### src/sv/qhmd_pkg.sv
// shared types and constants for the query-hit marker detector
`default_nettype none

package qhmd_pkg;

	localparam logic [15:0] MARKER_RESET    = 16'd409;
	localparam logic [7:0]  HEADER_BYTES    = 8'd11;
	localparam logic [7:0]  HIT_FIXED_BYTES = 8'd8;
	localparam logic [7:0]  VENDOR_BYTES    = 8'd4;

	typedef enum logic [3:0] {
		PH_HEADER    = 4'd0,
		PH_HIT_FIXED = 4'd1,
		PH_NAME      = 4'd2,
		PH_INFO      = 4'd3,
		PH_VENDOR    = 4'd4,
		PH_OPEN_LEN  = 4'd5,
		PH_OPEN_DATA = 4'd6,
		PH_PRIV_LO   = 4'd7,
		PH_PRIV_HI   = 4'd8,
		PH_DONE      = 4'd9
	} phase_t;

	// one payload byte held in the input stage
	typedef struct packed {
		logic       valid;
		logic [7:0] data_byte;
		logic       last_byte;
	} byte_stage_t;

	typedef struct packed {
		logic is_marked;
		logic private_seen;
	} verdict_t;

endpackage

`default_nettype wire

### src/sv/qhmd_stream_if.sv
// valid/ready channel interfaces for payload bytes and verdicts
`default_nettype none

interface qhmd_byte_if;
	logic       valid;
	logic       ready;
	logic [7:0] data_byte;
	logic       last_byte;

	modport source (output valid, output data_byte, output last_byte, input ready);
	modport sink (input valid, input data_byte, input last_byte, output ready);
endinterface

interface qhmd_verdict_if;
	logic valid;
	logic ready;
	logic is_marked;
	logic private_seen;

	modport source (output valid, output is_marked, output private_seen, input ready);
	modport sink (input valid, input is_marked, input private_seen, output ready);
endinterface

`default_nettype wire

### src/sv/qhmd_in_stage.sv
// input register stage for payload bytes
`default_nettype none

module qhmd_in_stage
	import qhmd_pkg::*;
(
	input  wire logic   clk,
	input  wire logic   arst_n,
	qhmd_byte_if.sink   byte_in,
	input  wire logic   advance,
	output byte_stage_t stage_s1
);

	logic       valid_s1;
	logic [7:0] data_s1;
	logic       last_s1;
	logic       accept;

	assign byte_in.ready = !valid_s1 || advance;
	assign accept        = byte_in.valid && byte_in.ready;

	always_ff @(posedge clk or negedge arst_n) begin
		if (!arst_n) begin
			valid_s1 <= 1'b0;
		end else if (accept) begin
			valid_s1 <= 1'b1;
		end else if (advance) begin
			valid_s1 <= 1'b0;
		end
	end

	always_ff @(posedge clk) begin
		if (accept) begin
			data_s1 <= byte_in.data_byte;
			last_s1 <= byte_in.last_byte;
		end
	end

	assign stage_s1 = '{valid: valid_s1, data_byte: data_s1, last_byte: last_s1};

endmodule

`default_nettype wire

### src/sv/qhmd_parser.sv
// payload layout walker and private word compare
`default_nettype none

module qhmd_parser
	import qhmd_pkg::*;
(
	input  wire logic        clk,
	input  wire logic        arst_n,
	input  wire byte_stage_t stage_s1,
	input  wire logic        advance,
	input  wire logic [15:0] marker_value,
	output verdict_t         verdict
);

	phase_t     phase_q, phase_d;
	logic [7:0] count_q, count_d;
	logic [7:0] hits_q, hits_d;
	logic [7:0] low_q, low_d;
	logic [1:0] vbits_q, vbits_d;
	logic [7:0] b;
	logic [7:0] dec;
	logic [7:0] inc;
	logic [7:0] hits_dec;

	assign b        = stage_s1.data_byte;
	assign dec      = count_q - 8'd1;
	assign inc      = count_q + 8'd1;
	assign hits_dec = hits_q - 8'd1;

	always_comb begin
		phase_d = phase_q;
		count_d = count_q;
		hits_d  = hits_q;
		low_d   = low_q;
		vbits_d = vbits_q;
		unique case (phase_q)
			PH_HEADER: begin
				if (count_q == 8'd0) begin
					hits_d = b;
				end
				count_d = inc;
				if (inc >= HEADER_BYTES) begin
					// hit count comes from this byte only when the header is one byte
					if (((count_q == 8'd0) ? b : hits_q) != 8'd0) begin
						phase_d = PH_HIT_FIXED;
						count_d = HIT_FIXED_BYTES;
					end else begin
						phase_d = PH_VENDOR;
						count_d = VENDOR_BYTES;
					end
				end
			end
			PH_HIT_FIXED: begin
				count_d = dec;
				if (dec == 8'd0) begin
					phase_d = PH_NAME;
				end
			end
			PH_NAME: begin
				if (b == 8'd0) begin
					phase_d = PH_INFO;
				end
			end
			PH_INFO: begin
				if (b == 8'd0) begin
					hits_d = hits_dec;
					if (hits_dec != 8'd0) begin
						phase_d = PH_HIT_FIXED;
						count_d = HIT_FIXED_BYTES;
					end else begin
						phase_d = PH_VENDOR;
						count_d = VENDOR_BYTES;
					end
				end
			end
			PH_VENDOR: begin
				count_d = dec;
				if (dec == 8'd0) begin
					phase_d = PH_OPEN_LEN;
				end
			end
			PH_OPEN_LEN: begin
				if (b == 8'd0) begin
					phase_d = PH_PRIV_LO;
				end else begin
					count_d = b;
					phase_d = PH_OPEN_DATA;
				end
			end
			PH_OPEN_DATA: begin
				count_d = dec;
				if (dec == 8'd0) begin
					phase_d = PH_PRIV_LO;
				end
			end
			PH_PRIV_LO: begin
				low_d   = b;
				phase_d = PH_PRIV_HI;
			end
			PH_PRIV_HI: begin
				vbits_d = {1'b1, ({b, low_q} == marker_value)};
				phase_d = PH_DONE;
			end
			default: begin
				// done phase and unused codes ignore their bytes
			end
		endcase
	end

	assign verdict = '{is_marked: vbits_d[0], private_seen: vbits_d[1]};

	always_ff @(posedge clk or negedge arst_n) begin
		if (!arst_n) begin
			phase_q <= PH_HEADER;
			count_q <= 8'd0;
			hits_q  <= 8'd0;
			low_q   <= 8'd0;
			vbits_q <= 2'd0;
		end else if (advance) begin
			if (stage_s1.last_byte) begin
				phase_q <= PH_HEADER;
				count_q <= 8'd0;
				hits_q  <= 8'd0;
				low_q   <= 8'd0;
				vbits_q <= 2'd0;
			end else begin
				phase_q <= phase_d;
				count_q <= count_d;
				hits_q  <= hits_d;
				low_q   <= low_d;
				vbits_q <= vbits_d;
			end
		end
	end

	a_fresh_after_last: assert property (@(posedge clk) disable iff (!arst_n)
		advance && stage_s1.last_byte |=> phase_q == PH_HEADER && count_q == 8'd0
			&& vbits_q == 2'd0)
		else $error("parse state not cleared after last byte");

	a_marked_needs_seen: assert property (@(posedge clk) disable iff (!arst_n)
		vbits_q[0] |-> vbits_q[1])
		else $error("marked verdict without private word");

	a_verdict_only_done: assert property (@(posedge clk) disable iff (!arst_n)
		vbits_q[1] |-> phase_q == PH_DONE)
		else $error("private word seen outside done phase");

	a_header_count_range: assert property (@(posedge clk) disable iff (!arst_n)
		phase_q == PH_HEADER |-> count_q < HEADER_BYTES)
		else $error("header index out of range");

endmodule

`default_nettype wire

### src/sv/qhmd_out_stage.sv
// result register for verdict items
`default_nettype none

module qhmd_out_stage
	import qhmd_pkg::*;
(
	input  wire logic     clk,
	input  wire logic     arst_n,
	input  wire logic     push,
	input  wire verdict_t verdict,
	output logic          slot_free,
	qhmd_verdict_if.source verdict_out
);

	logic     valid_q;
	verdict_t data_q;

	assign slot_free = !valid_q || verdict_out.ready;

	always_ff @(posedge clk or negedge arst_n) begin
		if (!arst_n) begin
			valid_q <= 1'b0;
		end else if (push) begin
			valid_q <= 1'b1;
		end else if (verdict_out.ready) begin
			valid_q <= 1'b0;
		end
	end

	always_ff @(posedge clk) begin
		if (push) begin
			data_q <= verdict;
		end
	end

	assign verdict_out.valid        = valid_q;
	assign verdict_out.is_marked    = data_q.is_marked;
	assign verdict_out.private_seen = data_q.private_seen;

	a_no_overwrite: assert property (@(posedge clk) disable iff (!arst_n)
		push |-> slot_free)
		else $error("verdict overwritten before taken");

endmodule

`default_nettype wire

### src/sv/query_hit_marker_detector.sv
// top level of the query-hit marker detector
// throughput: one payload byte per cycle, sustained, with no gaps between messages, while the result slot is free
// a verdict passes the input stage and then the result register after its last byte is accepted
// a full result slot holds only last bytes; bytes before one keep flowing into the parser
// reset: asynchronous, clears parse state and both stages, marker returns to 409
`default_nettype none

module query_hit_marker_detector
	import qhmd_pkg::*;
(
	input  wire logic        clk,
	input  wire logic        arst_n,
	input  wire logic        cfg_we,
	input  wire logic [15:0] cfg_data,
	qhmd_byte_if.sink        byte_in,
	qhmd_verdict_if.source   verdict_out
);

	// marker register; the user must write it only while the block is idle, the block itself does not enforce it
	logic [15:0] marker_q;

	byte_stage_t stage_s1;
	verdict_t    verdict;
	logic        slot_free;
	logic        advance;
	logic        push;

	always_ff @(posedge clk or negedge arst_n) begin
		if (!arst_n) begin
			marker_q <= MARKER_RESET;
		end else if (cfg_we) begin
			marker_q <= cfg_data;
		end
	end

	// a byte leaves the input stage unless it ends a message and the result slot is full
	assign advance = stage_s1.valid && (!stage_s1.last_byte || slot_free);
	// only the last byte of a message produces a verdict item
	assign push    = advance && stage_s1.last_byte;

	// input register stage
	qhmd_in_stage u_in (
		.clk      (clk),
		.arst_n   (arst_n),
		.byte_in  (byte_in),
		.advance  (advance),
		.stage_s1 (stage_s1)
	);

	// layout walker: phase, field countdown, hit count, private low byte
	qhmd_parser u_parser (
		.clk          (clk),
		.arst_n       (arst_n),
		.stage_s1     (stage_s1),
		.advance      (advance),
		.marker_value (marker_q),
		.verdict      (verdict)
	);

	// result register toward the verdict channel
	qhmd_out_stage u_out (
		.clk         (clk),
		.arst_n      (arst_n),
		.push        (push),
		.verdict     (verdict),
		.slot_free   (slot_free),
		.verdict_out (verdict_out)
	);

endmodule

`default_nettype wire

### src/flat_wrapper.sv
// flat-port wrapper written by rule: the top's interface ports become plain ports
module query_hit_marker_detector_flat import qhmd_pkg::*;
  (clk, arst_n, cfg_we, cfg_data, byte_in_valid, byte_in_data_byte, byte_in_last_byte, byte_in_ready, verdict_out_valid, verdict_out_is_marked, verdict_out_private_seen, verdict_out_ready);
  qhmd_byte_if byte_in_i ();
  qhmd_verdict_if verdict_out_i ();
  input  wire logic clk;
  input  wire logic arst_n;
  input  wire logic cfg_we;
  input  wire logic [15:0] cfg_data;
  input wire logic [$bits(byte_in_i.valid)-1:0] byte_in_valid;
  input wire logic [$bits(byte_in_i.data_byte)-1:0] byte_in_data_byte;
  input wire logic [$bits(byte_in_i.last_byte)-1:0] byte_in_last_byte;
  output wire logic [$bits(byte_in_i.ready)-1:0] byte_in_ready;
  output wire logic [$bits(verdict_out_i.valid)-1:0] verdict_out_valid;
  output wire logic [$bits(verdict_out_i.is_marked)-1:0] verdict_out_is_marked;
  output wire logic [$bits(verdict_out_i.private_seen)-1:0] verdict_out_private_seen;
  input wire logic [$bits(verdict_out_i.ready)-1:0] verdict_out_ready;
  assign byte_in_i.valid = byte_in_valid;
  assign byte_in_i.data_byte = byte_in_data_byte;
  assign byte_in_i.last_byte = byte_in_last_byte;
  assign byte_in_ready = byte_in_i.ready;
  assign verdict_out_valid = verdict_out_i.valid;
  assign verdict_out_is_marked = verdict_out_i.is_marked;
  assign verdict_out_private_seen = verdict_out_i.private_seen;
  assign verdict_out_i.ready = verdict_out_ready;
  query_hit_marker_detector u_core (.clk(clk), .arst_n(arst_n), .cfg_we(cfg_we), .cfg_data(cfg_data), .byte_in(byte_in_i), .verdict_out(verdict_out_i));
endmodule
### config.mk
export PLATFORM = sky130hd
export DESIGN_NAME = query_hit_marker_detector_flat
export DESIGN_NICKNAME = d
export VERILOG_FILES = /design/src/sv/qhmd_pkg.sv /design/src/sv/qhmd_stream_if.sv /design/src/sv/qhmd_in_stage.sv /design/src/sv/qhmd_parser.sv /design/src/sv/qhmd_out_stage.sv /design/src/sv/query_hit_marker_detector.sv /design/src/flat_wrapper.sv
export SDC_FILE = /design/constraint.sdc
export NUM_CORES = 1
export LEC_CHECK = 0
export ABC_AREA = 1
export BUFFER_PORTS_ARGS = -buffer_cell sky130_fd_sc_hd__buf_2
export CAP_MARGIN = 10
export CORE_AREA = 2 2 83 85
export DETAILED_ROUTE_END_ITERATION = 8
export DIE_AREA = 0 0 85 87
export PLACE_DENSITY = 0.82
export SLEW_MARGIN = 10
export SYNTH_ARGS = -nofsm -noshare
export SYNTH_HDL_FRONTEND = slang
export SYNTH_SLANG_ARGS = --single-unit
export TNS_END_PERCENT = 100
### constraint.sdc
create_clock -name clk -period 5.77 [get_ports clk]
set_input_delay 1.731 -clock clk [delete_from_list [all_inputs] [get_ports clk]]
set_output_delay 1.731 -clock clk [all_outputs]
set_load 0.02 [all_outputs]
==> results of run 1 <==
[layer usage]
layer  share of wire  GRT usage
met5               0          0
met4           0.021    0.09668
met3           0.050    0.04076
met2            0.48     0.3878
met1            0.45     0.3108
[state kept, by name, indices dropped and copies added, names as in the netlist, 2 cells and up]
name	count
u_core.marker_q	16
u_core.u_in.data_s1	8
u_core.u_parser.count_q	8
u_core.u_parser.hits_q	8
u_core.u_parser.low_q	8
u_core.u_parser.phase_q	4
u_core.u_parser.vbits_q	2
[cell families after synthesis]
| family | Yosys count | share of synthesized area |
|---|---|---|
| compound gates | 64 | 0.09853 |
| xor+xnor | 15 | 0.03681 |
| fa+ha+maj | 6 | 0.02104 |
| buf+inv | 69 | 0.08099 |
| flops | 59 | 0.4309 |
| mux | 13 | 0.04102 |
| simple gates | 236 | 0.2907 |
[cell type report]
class	count	area share
Clock inverter	5	0.01389
Multi-Input combinational cell	334	0.4394
Sequential cell	59	0.3879
Timing Repair Buffer	33	0.04167
Tap cell	80	0.02525
Inverter	62	0.05871
Clock buffer	11	0.03314
[power groups by stage]
stage,clock network (mW),registers (mW),logic (mW)
after floorplan,0,0.551,0.765
after global placement,0,0.571,0.887
after detailed placement,0,0.574,0.907
after CTS,0.367,0.568,0.912
after global routing,0.386,0.576,1.07
final,0.368,0.568,0.925
[worst max-delay path by stage]
| stage | startpoint | end | slack (ns) | cells past startpoint |
|---|---|---|---|---|
| 6_report | verdict_out_ready | byte_in_ready | 1.79 | 4 |
| 5_1_grt | verdict_out_ready | byte_in_ready | 1.74 | 4 |
| 4_1_cts | verdict_out_ready | byte_in_ready | 1.79 | 4 |
| 2_1_floorplan | verdict_out_ready | byte_in_ready | 1.99 | 2 |
| 3_3_place_gp | verdict_out_ready | byte_in_ready | 1.84 | 4 |
| 3_5_place_dp | verdict_out_ready | byte_in_ready | 1.80 | 4 |
[layout by cell type (no fill, tap or decap), drive strengths merged, types with 11 or more instances in the layout]
cell type,n
buf,33
inv,61
o21ai,44
nor2,51
clkbuf,11
mux2,13
nand2,133
o22ai,11
edfxtp,11
dfrtp,43
nand3,35
[worst min-delay path, cell delays in order (launching register included)]
cell,delay [ns]
dfstp_2,0.37
inv_1,0.06
o21ai_0,0.07
==> results by group, run 1 <==
Finish
  – Final instance area: just under 4000 um^2
  – # fillers: 553
  – Area Growth Syn to Fin: 11.08%
  – Antenna diodes: 0
  – Multi-input gate area: between 1500 and 2000 um^2
  – Final core utilization: 0.6034
  – # nets final: between 500 and 600
  – Register area: between 1500 and 2000 um^2
  – Final Non-Filler Cells: a little under 600
  – Share of cells above drive strength 1: 0.1706

Power and ir drop
  – Comb pwr share: 0.497
  – Clock Power Share: 0.198
  – Pleak: a little under 2 nW
  – NetSw: between 800 and 900 uW
  – Max VDD drop: between 300 and 400 uV
  – Overall power: 1.861 mW
  – Power Density: 469.5 nW/um^2
  – Part of the power in registers: 0.305
  – Int Pwr: around 1.0 mW
  – Sw Share: 0.4586

Routing
  – Via/cell ratio: 5.522
  – Detailed-route DRC error count: 0
  – Final ANT Viol Nets: 0
  – Total Wirelength: 8.009 mm
  – First drt pass iteration count: 6
  – Via count: approximately 3,200
  – Avg WL per Cell: 13.71 um
  – Starting DRT DRC Count: between 300 and 400

Status
  – Status: finished clean

Critical path
  – CP Buf/Inv Count: 3
  – CP startpoint kind: primary input
  – CP max FO: 3
  – R2R depth: 12
  – CP Cell Sequence: buf_2 -> inv_1 -> nand4_1 -> buf_2
  – R2R Path End: u_core.u_parser.phase_q[2]
  – Most used cell, CP: buf_2
  – Critical path arrival: between 2 and 2.5 ns
  – Crit Path Class: in -> out
  – Critical path's largest stage delay: about 0.21 ns
  – Reg-to-reg slack, setup: ~3.5 ns
  – CP Capture Type: primary output
  – CP max-delay cell: buf_2
  – R2R Path Start: u_core.u_parser.count_q[0]
  – CP required: approximately 4.0 ns
  – Worst path top cell family by delay: buffers and inverters

Timing
  – Period minus WS final: 3.984 ns
  – Clock skew: roughly 0.009 ns
  – Fin Hold WS: 0.5110 ns
  – Setup TNS: 0 ns
  – Tightest Pin Transition: between 1 and 1.5 ns
  – Fin crit share: 0.6905
  – Setup WS post-layout: approximately 1.8 ns
  – Final setup fails: 0
  – Worst rel slew slack: 0.2957
  – Final hold vios: 0
  – FMAX: between 200 and 300 MHz
  – RSZ-0062 raised after global routing: false
  – Final-report max-slew violation count: 0

Global route
  – Largest net degree at the start of global routing: around 50
  – Initial antenna violation count: 0
  – First-pass GRT wire length: 13.88 mm
  – Grt total ovfl: 0
  – GRT Total Usage: 0.2358
  – Vias in the first global route: roughly 3,100

Logic synthesis
  – Yosys cell types: 31
  – Ys flop type: dfrtp_1
  – Cell accounting for the most synthesized area: dfrtp_1
  – Share of the synthesized area in the top cell type: 0.3015
  – Area contributors post-synth: dfrtp_1 30%, nand2_1 13%, edfxtp_1 9.3%
  – Synth warnings: 0
  – Post-synth top cells: 127 x nand2_1, 55 x inv_1, 45 x nor2_1, 43 x dfrtp_1, 39 x o21ai_0
  – Count leader, synth: nand2_1
  – Synthesized instance count: ~460
  – Post-synthesis cell area: around 3600 um^2
  – Syn Nets: 498
  – Async SR Flop Fraction: 0.8136
  – #FFs+latches synth: 59
  – EDFF count, synth: 11
  – Sequential fraction of the synthesis area: 0.4309
  – Syn avg cell area: approximately 7.7 um^2

Placed design
  – I/O Buffers: 33
  – Placer's final routability congestion estimate: 0.9242
  – HPWL Detailed: just under 6 mm
  – DP Cell Count: around 570
  – Area after DPL: about 3800 um^2
  – Pre-CTS setup slack: approximately 1.8 ns

Hold path
  – Worst min path class: reg -> reg
  – Hold endpoint: u_core.marker_q[3]
  – Min-Delay Path Depth: 2
  – Startpoint of the worst hold path: u_core.marker_q[3]

Clocking
  – Cts hold-fix bufs: 0
  – Clock root buffer: clkbuf_8
  – CTS tree: yes
  – CTS resizes: 0
  – Setup repair bufs after CTS: 0
  – CTS buffer count: 9
  – Clock input transition at the sequential cells of the worst setup and hold paths: 0.07 ns
  – CTS Buffer Depth: 2
  – Clock sinks: 59
  – H-Tree Depth: 3
  – Clk_lat worst skew: 0.35 ns

Die
  – Core footprint: about 6600 um^2
  – Die area: about 7400 um^2
  – Die span in x: ~85 um
  – Die Height: 87 um
  – Top Ports: 34
  – Starting density of the core: 0.5432
  – Rows: 30

Job
  – MaxCap Viol Count: 0
No activity file was read; power rests on OpenSTA's default activity.
==> run 2: changes to the inputs <==
--- a/config.mk
+++ b/config.mk
@@ -5,7 +5,7 @@
 export SDC_FILE = /design/constraint.sdc
 export NUM_CORES = 1
 export LEC_CHECK = 0
-export ABC_AREA = 1
+export ABC_AREA = 0
 export BUFFER_PORTS_ARGS = -buffer_cell sky130_fd_sc_hd__buf_2
 export CAP_MARGIN = 10
 export CORE_AREA = 2 2 83 85
==> constraint.sdc (replaced) <==
create_clock -name clk -period 4 [get_ports clk]
set_input_delay 1.2 -clock clk [delete_from_list [all_inputs] [get_ports clk]]
set_output_delay 1.2 -clock clk [all_outputs]
set_load 0.02 [all_outputs]
==> run 2 against run 1 <==
Net effect:
- final area about the same
- flip-flop and latch count unchanged
- final cell count decreased by 19%
- combinational power increased by 5.8%
- first-iteration DRC count increased by 10%
- register-to-register slack got worse by 2.4 ns
- die area unchanged
- area after synthesis increased by 0.25%
- count of clock-buffer cells in the layout unchanged
- sequential share of layout area about the same
- global-route usage increased by 0.66 points
- via count decreased by 5.9%
==> results by group, run 2 <==
Status
  – Status: finished clean

Critical path
  – Reg-to-reg slack, setup: 1.15 ns (-2.35 ns)
  – R2R Path Start: u_core.u_parser.count_q[0]
  – R2R Path End: u_core.u_parser.phase_q[1]
  – CP max FO: 3 (unchanged)
  – CP required: 2.80 ns (-1.24 ns)
  – R2R depth: 8 (-4)
  – CP startpoint kind: primary input
  – CP Capture Type: primary output
  – Critical path arrival: 1.72 ns (-0.53 ns)
  – Crit Path Class: in -> out

Finish
  – Biggest register: u_core.marker_q
  – # nets final: 422 (-21%)
  – Antenna diodes: 0 (unchanged)
  – Max FFs per register: 16 (unchanged)
  – Share of cells above drive strength 1: 0.2199 (+0.04931)
  – Final Non-Filler Cells: 471 (-19%)
  – Final instance area: 3965 um^2 (about the same)
  – Most common cell after layout, fill and taps aside: dfrtp_1
  – Most frequent cells in the layout: 43 x dfrtp_1, 33 x buf_2, 31 x nand2_1, 30 x nor2_1, 19 x xnor2_1
  – Area Growth Syn to Fin: 10.84%

Power and ir drop
  – Overall power: 2.500 mW (+34%)
  – Clock Power Share: 0.257 (+0.059)
  – Pleak: 1.636 nW (-16%)
  – Sw Share: 0.3795 (-0.07911)
  – Part of the power in registers: 0.351 (+0.046)
  – Int Pwr: 1.551 mW (+54%)
  – NetSw: 948.9 uW (+11%)
  – Power Density: 630.5 nW/um^2 (+34%)
  – Max VDD drop: 467.8 uV (+46%)
  – Comb pwr share: 0.392 (-0.105)

Routing
  – First drt pass iteration count: 5 (-1)
  – Detailed-route DRC error count: 0 (unchanged)
  – Final ANT Viol Nets: 0 (unchanged)
  – Starting DRT DRC Count: 336 (+10%)
  – Total Wirelength: 8.268 mm (+3.2%)
  – Avg WL per Cell: 17.55 um (+28%)
  – Via/cell ratio: 6.446 (+17%)
  – Via count: 3,036 (-5.9%)

Placed design
  – I/O Buffers: 33 (unchanged)
  – HPWL Detailed: 5.840 mm (-2.1%)
  – Area after DPL: 3732 um^2 (-1.2%)
  – DP Cell Count: 455 (-20%)
  – Placer's final routability congestion estimate: 0.9817 (+6.2%)

Clocking
  – Setup repair bufs after CTS: 0 (unchanged)
  – Clock root buffer: clkbuf_8
  – CTS tree: yes
  – Cts hold-fix bufs: 0 (unchanged)
  – CTS resizes: 0 (unchanged)
  – H-Tree Depth: 3 (unchanged)
  – CTS buffer count: 9 (unchanged)
  – Clk_lat worst skew: 0.35 ns (about the same)
  – Clock input transition at the sequential cells of the worst setup and hold paths: 0.06 ns (about the same)
  – CTS Buffer Depth: 2 (unchanged)
  – Clock sinks: 59 (unchanged)

Hold path
  – Worst min path class: reg -> reg
  – Hold endpoint: u_core.u_parser.vbits_q[0]
  – Min-Delay Path Depth: 1 (-1)
  – Startpoint of the worst hold path: u_core.u_parser.vbits_q[0]

Logic synthesis
  – Synth warnings: 0 (unchanged)
  – Post-synthesis compound-gate area fraction: 0.2046 (+0.1061)
  – EDFF count, synth: 11 (unchanged)
  – Mux contribution to synthesized area: 0.06856 (+0.02753)
  – Syn Nets: 399 (-20%)
  – Yosys cell types: 71 (+130%)
  – Ys flop type: dfrtp_1
  – Sequential fraction of the synthesis area: 0.4299 (-0.001055)
  – Cell accounting for the most synthesized area: dfrtp_1
  – Syn avg cell area: 9.854 um^2 (+28%)
  – Largest family of logic cells by synthesized area: compound AO/OA/AOI/OAI gates
  – Post-synthesis cell area: 3577 um^2 (+0.25%)
  – Xor/xnor cell area share of the yosys netlist: 0.05386 (+0.01705)
  – Adder-Cell Fraction of Synth Area: 0.02099 (-0.00005151)
  – Post-Synth Simple-Gate Area: 0.1777 (-0.1130)
  – Count leader, synth: dfrtp_1
  – Post-synth top cells: 43 x dfrtp_1, 31 x nand2_1, 30 x nor2_1, 19 x xnor2_1, 18 x mux2_2
  – Synthesized instance count: 363 (-21%)
  – Share of the synthesized area in the top cell type: 0.3008 (-0.0007383)
  – Area contributors post-synth: dfrtp_1 30%, edfxtp_1 9.2%, mux2_2 5.7%
  – #FFs+latches synth: 59 (unchanged)
  – Async SR Flop Fraction: 0.8136 (unchanged)

Timing
  – Tightest Pin Transition: 1.048 ns (-0.008251 ns)
  – FMAX: 342.0 MHz
  – Final-report max-slew violation count: 0 (unchanged)
  – Fin crit share: 0.7310
  – RSZ-0062 raised after global routing: false
  – Period minus WS final: between 2 and 3 ns
  – Final setup fails: 0 (unchanged)
  – Fin Hold WS: 0.5038 ns (-0.007196 ns)
  – Setup TNS: 0 ns (unchanged)
  – Clock skew: 0.007102 ns (-0.001773 ns)
  – Final hold vios: 0 (unchanged)
  – Worst rel slew slack: 0.3012 (+0.005501)

Global route
  – GRT Total Usage: 0.2424 (+0.006603)
  – Vias in the first global route: 2,915 (-5.7%)
  – Grt total ovfl: 0 (unchanged)
  – Initial antenna violation count: 0 (unchanged)
  – First-pass GRT wire length: 13.99 mm (+0.85%)
  – Largest net degree at the start of global routing: 49 (unchanged)

Die
  – Die Height: 87 um (unchanged)
  – Die span in x: 85 um (unchanged)
  – Top Ports: 34 (unchanged)
  – Core footprint: 6569 um^2 (unchanged)
  – Die area: 7395 um^2 (unchanged)
  – Starting density of the core: 0.5446 (+0.001333)
  – Rows: 30 (unchanged)

Job
  – MaxCap Viol Count: 0 (unchanged)
[run 2: cell families (layout without fill, tap and decap cells)]
logic type,after synthesis,after routing
AND/OR/NAND/NOR,125,125
AO/OA/AOI/OAI,96,96
flip-flops,59,59
buffers and inverters,34,62
XOR/XNOR,22,22
multiplexers,21,21
adder cells (fa/ha/maj),6,6
[run 2: worst max path at each step]
stage	from	end	slack, ns	depth (start not counted)
3_5_place_dp	verdict_out_ready	u_core.u_parser.count_q[3]	0.95	8
6_report	verdict_out_ready	byte_in_ready	1.08	3
4_1_cts	verdict_out_ready	byte_in_ready	1.08	3
3_3_place_gp	verdict_out_ready	u_core.u_parser.count_q[3]	1.04	8
2_1_floorplan	verdict_out_ready	byte_in_ready	1.28	1
5_1_grt	u_core.u_parser.count_q[0]	u_core.u_parser.phase_q[2]	0.92	8
[run 2: layout make-up]
class / instances / area (um^2)
inverter: 13 / 48.80
sequential: 59 / 1538
timing repair buffer: 33 / 165.2
multi-input combinational: 270 / 1881
tap: 80 / 100.1
clock inverter: 5 / 101.3
clock buffer: 11 / 131.4
fill: 514 / 2604
[run 2: power by group through the flow]
stage               Combinational (mW)  Clock [mW]  Sequential (mW)
floorplan                        0.863           0            0.781
global placement                 0.943           0            0.873
detailed placement               0.959           0            0.880
CTS                              0.966       0.650            0.870
global route                      1.09       0.675            0.894
finish                           0.979       0.643            0.878
[run 2: worst max-delay path, stage by stage]
cell and delay (ns):
buf_2 0.11, nand4b_1 0.20, buf_2 0.22
[run 2: metal layers]
metal  vias up  track usage  share of wire  wire length, um
li1       1395            -              -                -
met1      1446       0.3282           0.41             3374
met2       167       0.3871           0.47             3926
met3        28      0.04265          0.090              743
met4         0       0.1010          0.027              224
met5         -            0              0                0
[run 2: through the flow]
step | utilization | setup slack, ns
2_1_floorplan | - | 1.276
3_3_place_gp | 0.5682 | 1.039
3_5_place_dp | 0.5682 | 0.9513
4_1_cts | 0.6036 | 1.076
5_1_grt | 0.6036 | 0.9209
6_report | 0.6036 | 1.076
==> run 3: changes to the inputs <==
--- a/config.mk
+++ b/config.mk
@@ -8,9 +8,9 @@
 export ABC_AREA = 0
 export BUFFER_PORTS_ARGS = -buffer_cell sky130_fd_sc_hd__buf_2
 export CAP_MARGIN = 10
-export CORE_AREA = 2 2 83 85
+export CORE_AREA = 2 2 85 87
 export DETAILED_ROUTE_END_ITERATION = 8
-export DIE_AREA = 0 0 85 87
+export DIE_AREA = 0 0 87 89
 export PLACE_DENSITY = 0.82
 export SLEW_MARGIN = 10
 export SYNTH_ARGS = -nofsm -noshare
==> constraint.sdc (replaced) <==
create_clock -name clk -period 2.35 [get_ports clk]
set_input_delay 0.705 -clock clk [delete_from_list [all_inputs] [get_ports clk]]
set_output_delay 0.705 -clock clk [all_outputs]
set_load 0.02 [all_outputs]
==> run 3 against run 2 <==
Net effect:
- die area grew 4.7%
- routed wire length grew 18%
- sequential share of layout area shrank 4.0 points
- critical path type is now reg -> reg
- count of clock-buffer cells in the layout fell by 1
==> results by group, run 3 (synthesis gave the netlist of run 2 again) <==
Status
  – Status: finished clean

Critical path
  – CP max FO: 5 (+2)
  – Critical path arrival: 2.59 ns (+0.87 ns)
  – Crit Path Class: reg -> reg
  – Critical path's largest stage delay: 0.50 ns (+0.28 ns)
  – CP Capture Type: flip-flop
  – CP required: 2.59 ns (-0.21 ns)
  – CP Cell Sequence: buf_6 -> or4_4 -> or3_4 -> a41oi_2 -> nor3_1 -> o211ai_2 -> nor2_1 -> a211o_1
  – CP Buf/Inv Count: 1 (-1)
  – CP max-delay cell: or4_4
  – Reg-to-reg slack, setup: 0.003 ns (-1.15 ns)
  – Worst path top cell family by delay: simple AND/OR/NAND/NOR gates
  – CP startpoint kind: flip-flop

Finish
  – Biggest register: u_core.marker_q
  – Most frequent cells in the layout: 52 x buf_4, 41 x dfrtp_1, 33 x buf_2, 29 x nor2_1, 29 x nand2_1
  – Area Growth Syn to Fin: 23.89%
  – Share of cells above drive strength 1: 0.3596 (+0.1396)
  – # nets final: 476 (+13%)
  – Most common cell after layout, fill and taps aside: buf_4
  – Max FFs per register: 16 (unchanged)
  – Antenna diodes: 0 (unchanged)
  – Final core utilization: 0.6596 (+0.05597)

Die
  – Die span in x: 87 um (+2.4%)
  – Core footprint: 6719 um^2 (+2.3%)
  – Die Height: 89 um (+2.3%)
  – Die area: 7743 um^2 (+4.7%)
  – Rows: 30 (unchanged)
  – Top Ports: 34 (unchanged)
  – Starting density of the core: 0.5324 (-0.01217)

Timing
  – Fin crit share: 0.9988
  – Final setup fails: 0 (unchanged)
  – Setup TNS: 0 ns (unchanged)
  – Final-report max-slew violation count: 0 (unchanged)
  – Period minus WS final: around 2.3 ns
  – FMAX: between 400 and 500 MHz
  – Clock skew: 0.01299 ns (+0.005886 ns)
  – Final hold vios: 0 (unchanged)
  – RSZ-0062 raised after global routing: true
  – Worst rel slew slack: 0.5701 (+0.2688)
  – Tightest Pin Transition: 0.6406 ns (-0.4075 ns)

Routing
  – Starting DRT DRC Count: 331 (-1.5%)
  – Detailed-route DRC error count: 0 (unchanged)
  – Final ANT Viol Nets: 0 (unchanged)
  – Total Wirelength: 9.742 mm (+18%)
  – Via count: 3,289 (+8.3%)
  – Avg WL per Cell: 18.56 um (+5.7%)
  – Via/cell ratio: 6.265 (-2.8%)
  – First drt pass iteration count: 7 (+2)

Clocking
  – Clk_lat worst skew: 0.35 ns (about the same)
  – CTS buffer count: 9 (unchanged)
  – Cts hold-fix bufs: 0 (unchanged)
  – H-Tree Depth: 3 (unchanged)
  – Clock input transition at the sequential cells of the worst setup and hold paths: 0.07 ns (about the same)
  – Clock sinks: 59 (unchanged)
  – CTS tree: yes
  – CTS Buffer Depth: 2 (unchanged)
  – Clock root buffer: clkbuf_8

Global route
  – Vias in the first global route: 3,273 (+12%)
  – Grt total ovfl: 0 (unchanged)
  – First-pass GRT wire length: 15.81 mm (+13%)
  – Largest net degree at the start of global routing: 27 (-45%)
  – GRT Total Usage: 0.2694 (+0.02696)
  – Initial antenna violation count: 0 (unchanged)

Power and ir drop
  – Max VDD drop: 701.3 uV (+50%)
  – Pleak: 1.905 nW (+17%)
  – NetSw: 1.872 mW (+97%)
  – Clock Power Share: 0.195 (-0.062)
  – Int Pwr: 2.832 mW (+83%)
  – Sw Share: 0.3980 (+0.01842)
  – Comb pwr share: 0.507 (+0.115)
  – Power Density: 1061 nW/um^2 (+68%)
  – Part of the power in registers: 0.299 (-0.052)

Hold path
  – Worst min path class: in -> async

Placed design
  – I/O Buffers: 33 (unchanged)
  – Placer's final routability congestion estimate: 0.9915 (+1.0%)
  – HPWL Detailed: 7.099 mm (+22%)

Job
  – MaxCap Viol Count: 0 (unchanged)
-- run 3: cell count changes in the layout (fill, tap and decap cells not counted), sizes merged --
cell / delta
buf: +54
inv: +3
bufinv: -2
clkbuf: -1
-- run 3: repair_timing --
action,CTS,global route
resized for setup,5,16
cloned,0,0
setup endpoints to repair,4,11
setup buffers,1,4
pin swaps,2,7
-- run 3: final timing paths --
kind                                       startpoint                         end  depth (start not counted)
setup / recovery           u_core.u_parser.count_q[0]  u_core.u_parser.phase_q[1]                          8
hold / removal                                 arst_n         u_core.marker_q[14]                          1
setup reg to reg           u_core.u_parser.count_q[0]  u_core.u_parser.phase_q[1]                          8
hold reg to reg            u_core.u_parser.vbits_q[1]  u_core.u_parser.vbits_q[1]                          2
max in group asynchronous                      arst_n          u_core.marker_q[8]                          2
min in group clk           u_core.u_parser.vbits_q[1]  u_core.u_parser.vbits_q[1]                          2
-- run 3: power by group through the flow --
stage | combinational, mW | sequential [mW] | clock (mW)
after global placement | 2.08 | 1.40 | 0
after global routing | 2.57 | 1.43 | 0.966
final | 2.38 | 1.41 | 0.915
after floorplan | 1.50 | 1.33 | 0
after detailed placement | 2.15 | 1.41 | 0
after CTS | 2.21 | 1.39 | 0.919
-- run 3: routing by layer --
metal	global-route usage	vias up	part of all wire
met5	0	-	0
met4	0.1449	0	0.033
met3	0.04709	32	0.073
met2	0.4656	168	0.50
met1	0.3210	1586	0.39
li1	-	1503	-
-- run 3: worst reg2reg max path, delay by kind of cell, from the launching register on --
kind            cells  cell delay, ns
flops               1            0.43
simple gates        4            1.04
buf+inv             1            0.14
compound gates      3            0.62
-- run 3: area by class of cell --
type	count	area (um^2)
clock buffer	10	127.6
clock inverter	6	63.81
timing repair buffer	87	586.8
tap	80	100.1
sequential	59	1540
inverter	13	48.80
fill	497	2287
multi-input combinational	270	1964
-- run 3: per-stage QoR --
stage | cell area, um^2 | total power [mW] | std cells | hold WS [ns] | worst slack, ns
6_report | 4432 | 4.704 | 525 | 0.3464 | 0.002733
5_1_grt | 4432 | 4.965 | 525 | 0.3870 | -0.03342
4_1_cts | 4344 | 4.521 | 521 | 0.3576 | 0.01921
3_5_place_dp | 4126 | 3.559 | 504 | 0.4856 | -0.06329
3_3_place_gp | 4126 | 3.477 | 504 | 0.4719 | 0.05905
2_1_floorplan | 3591 | 2.830 | 363 | 0.4094 | 0.02104
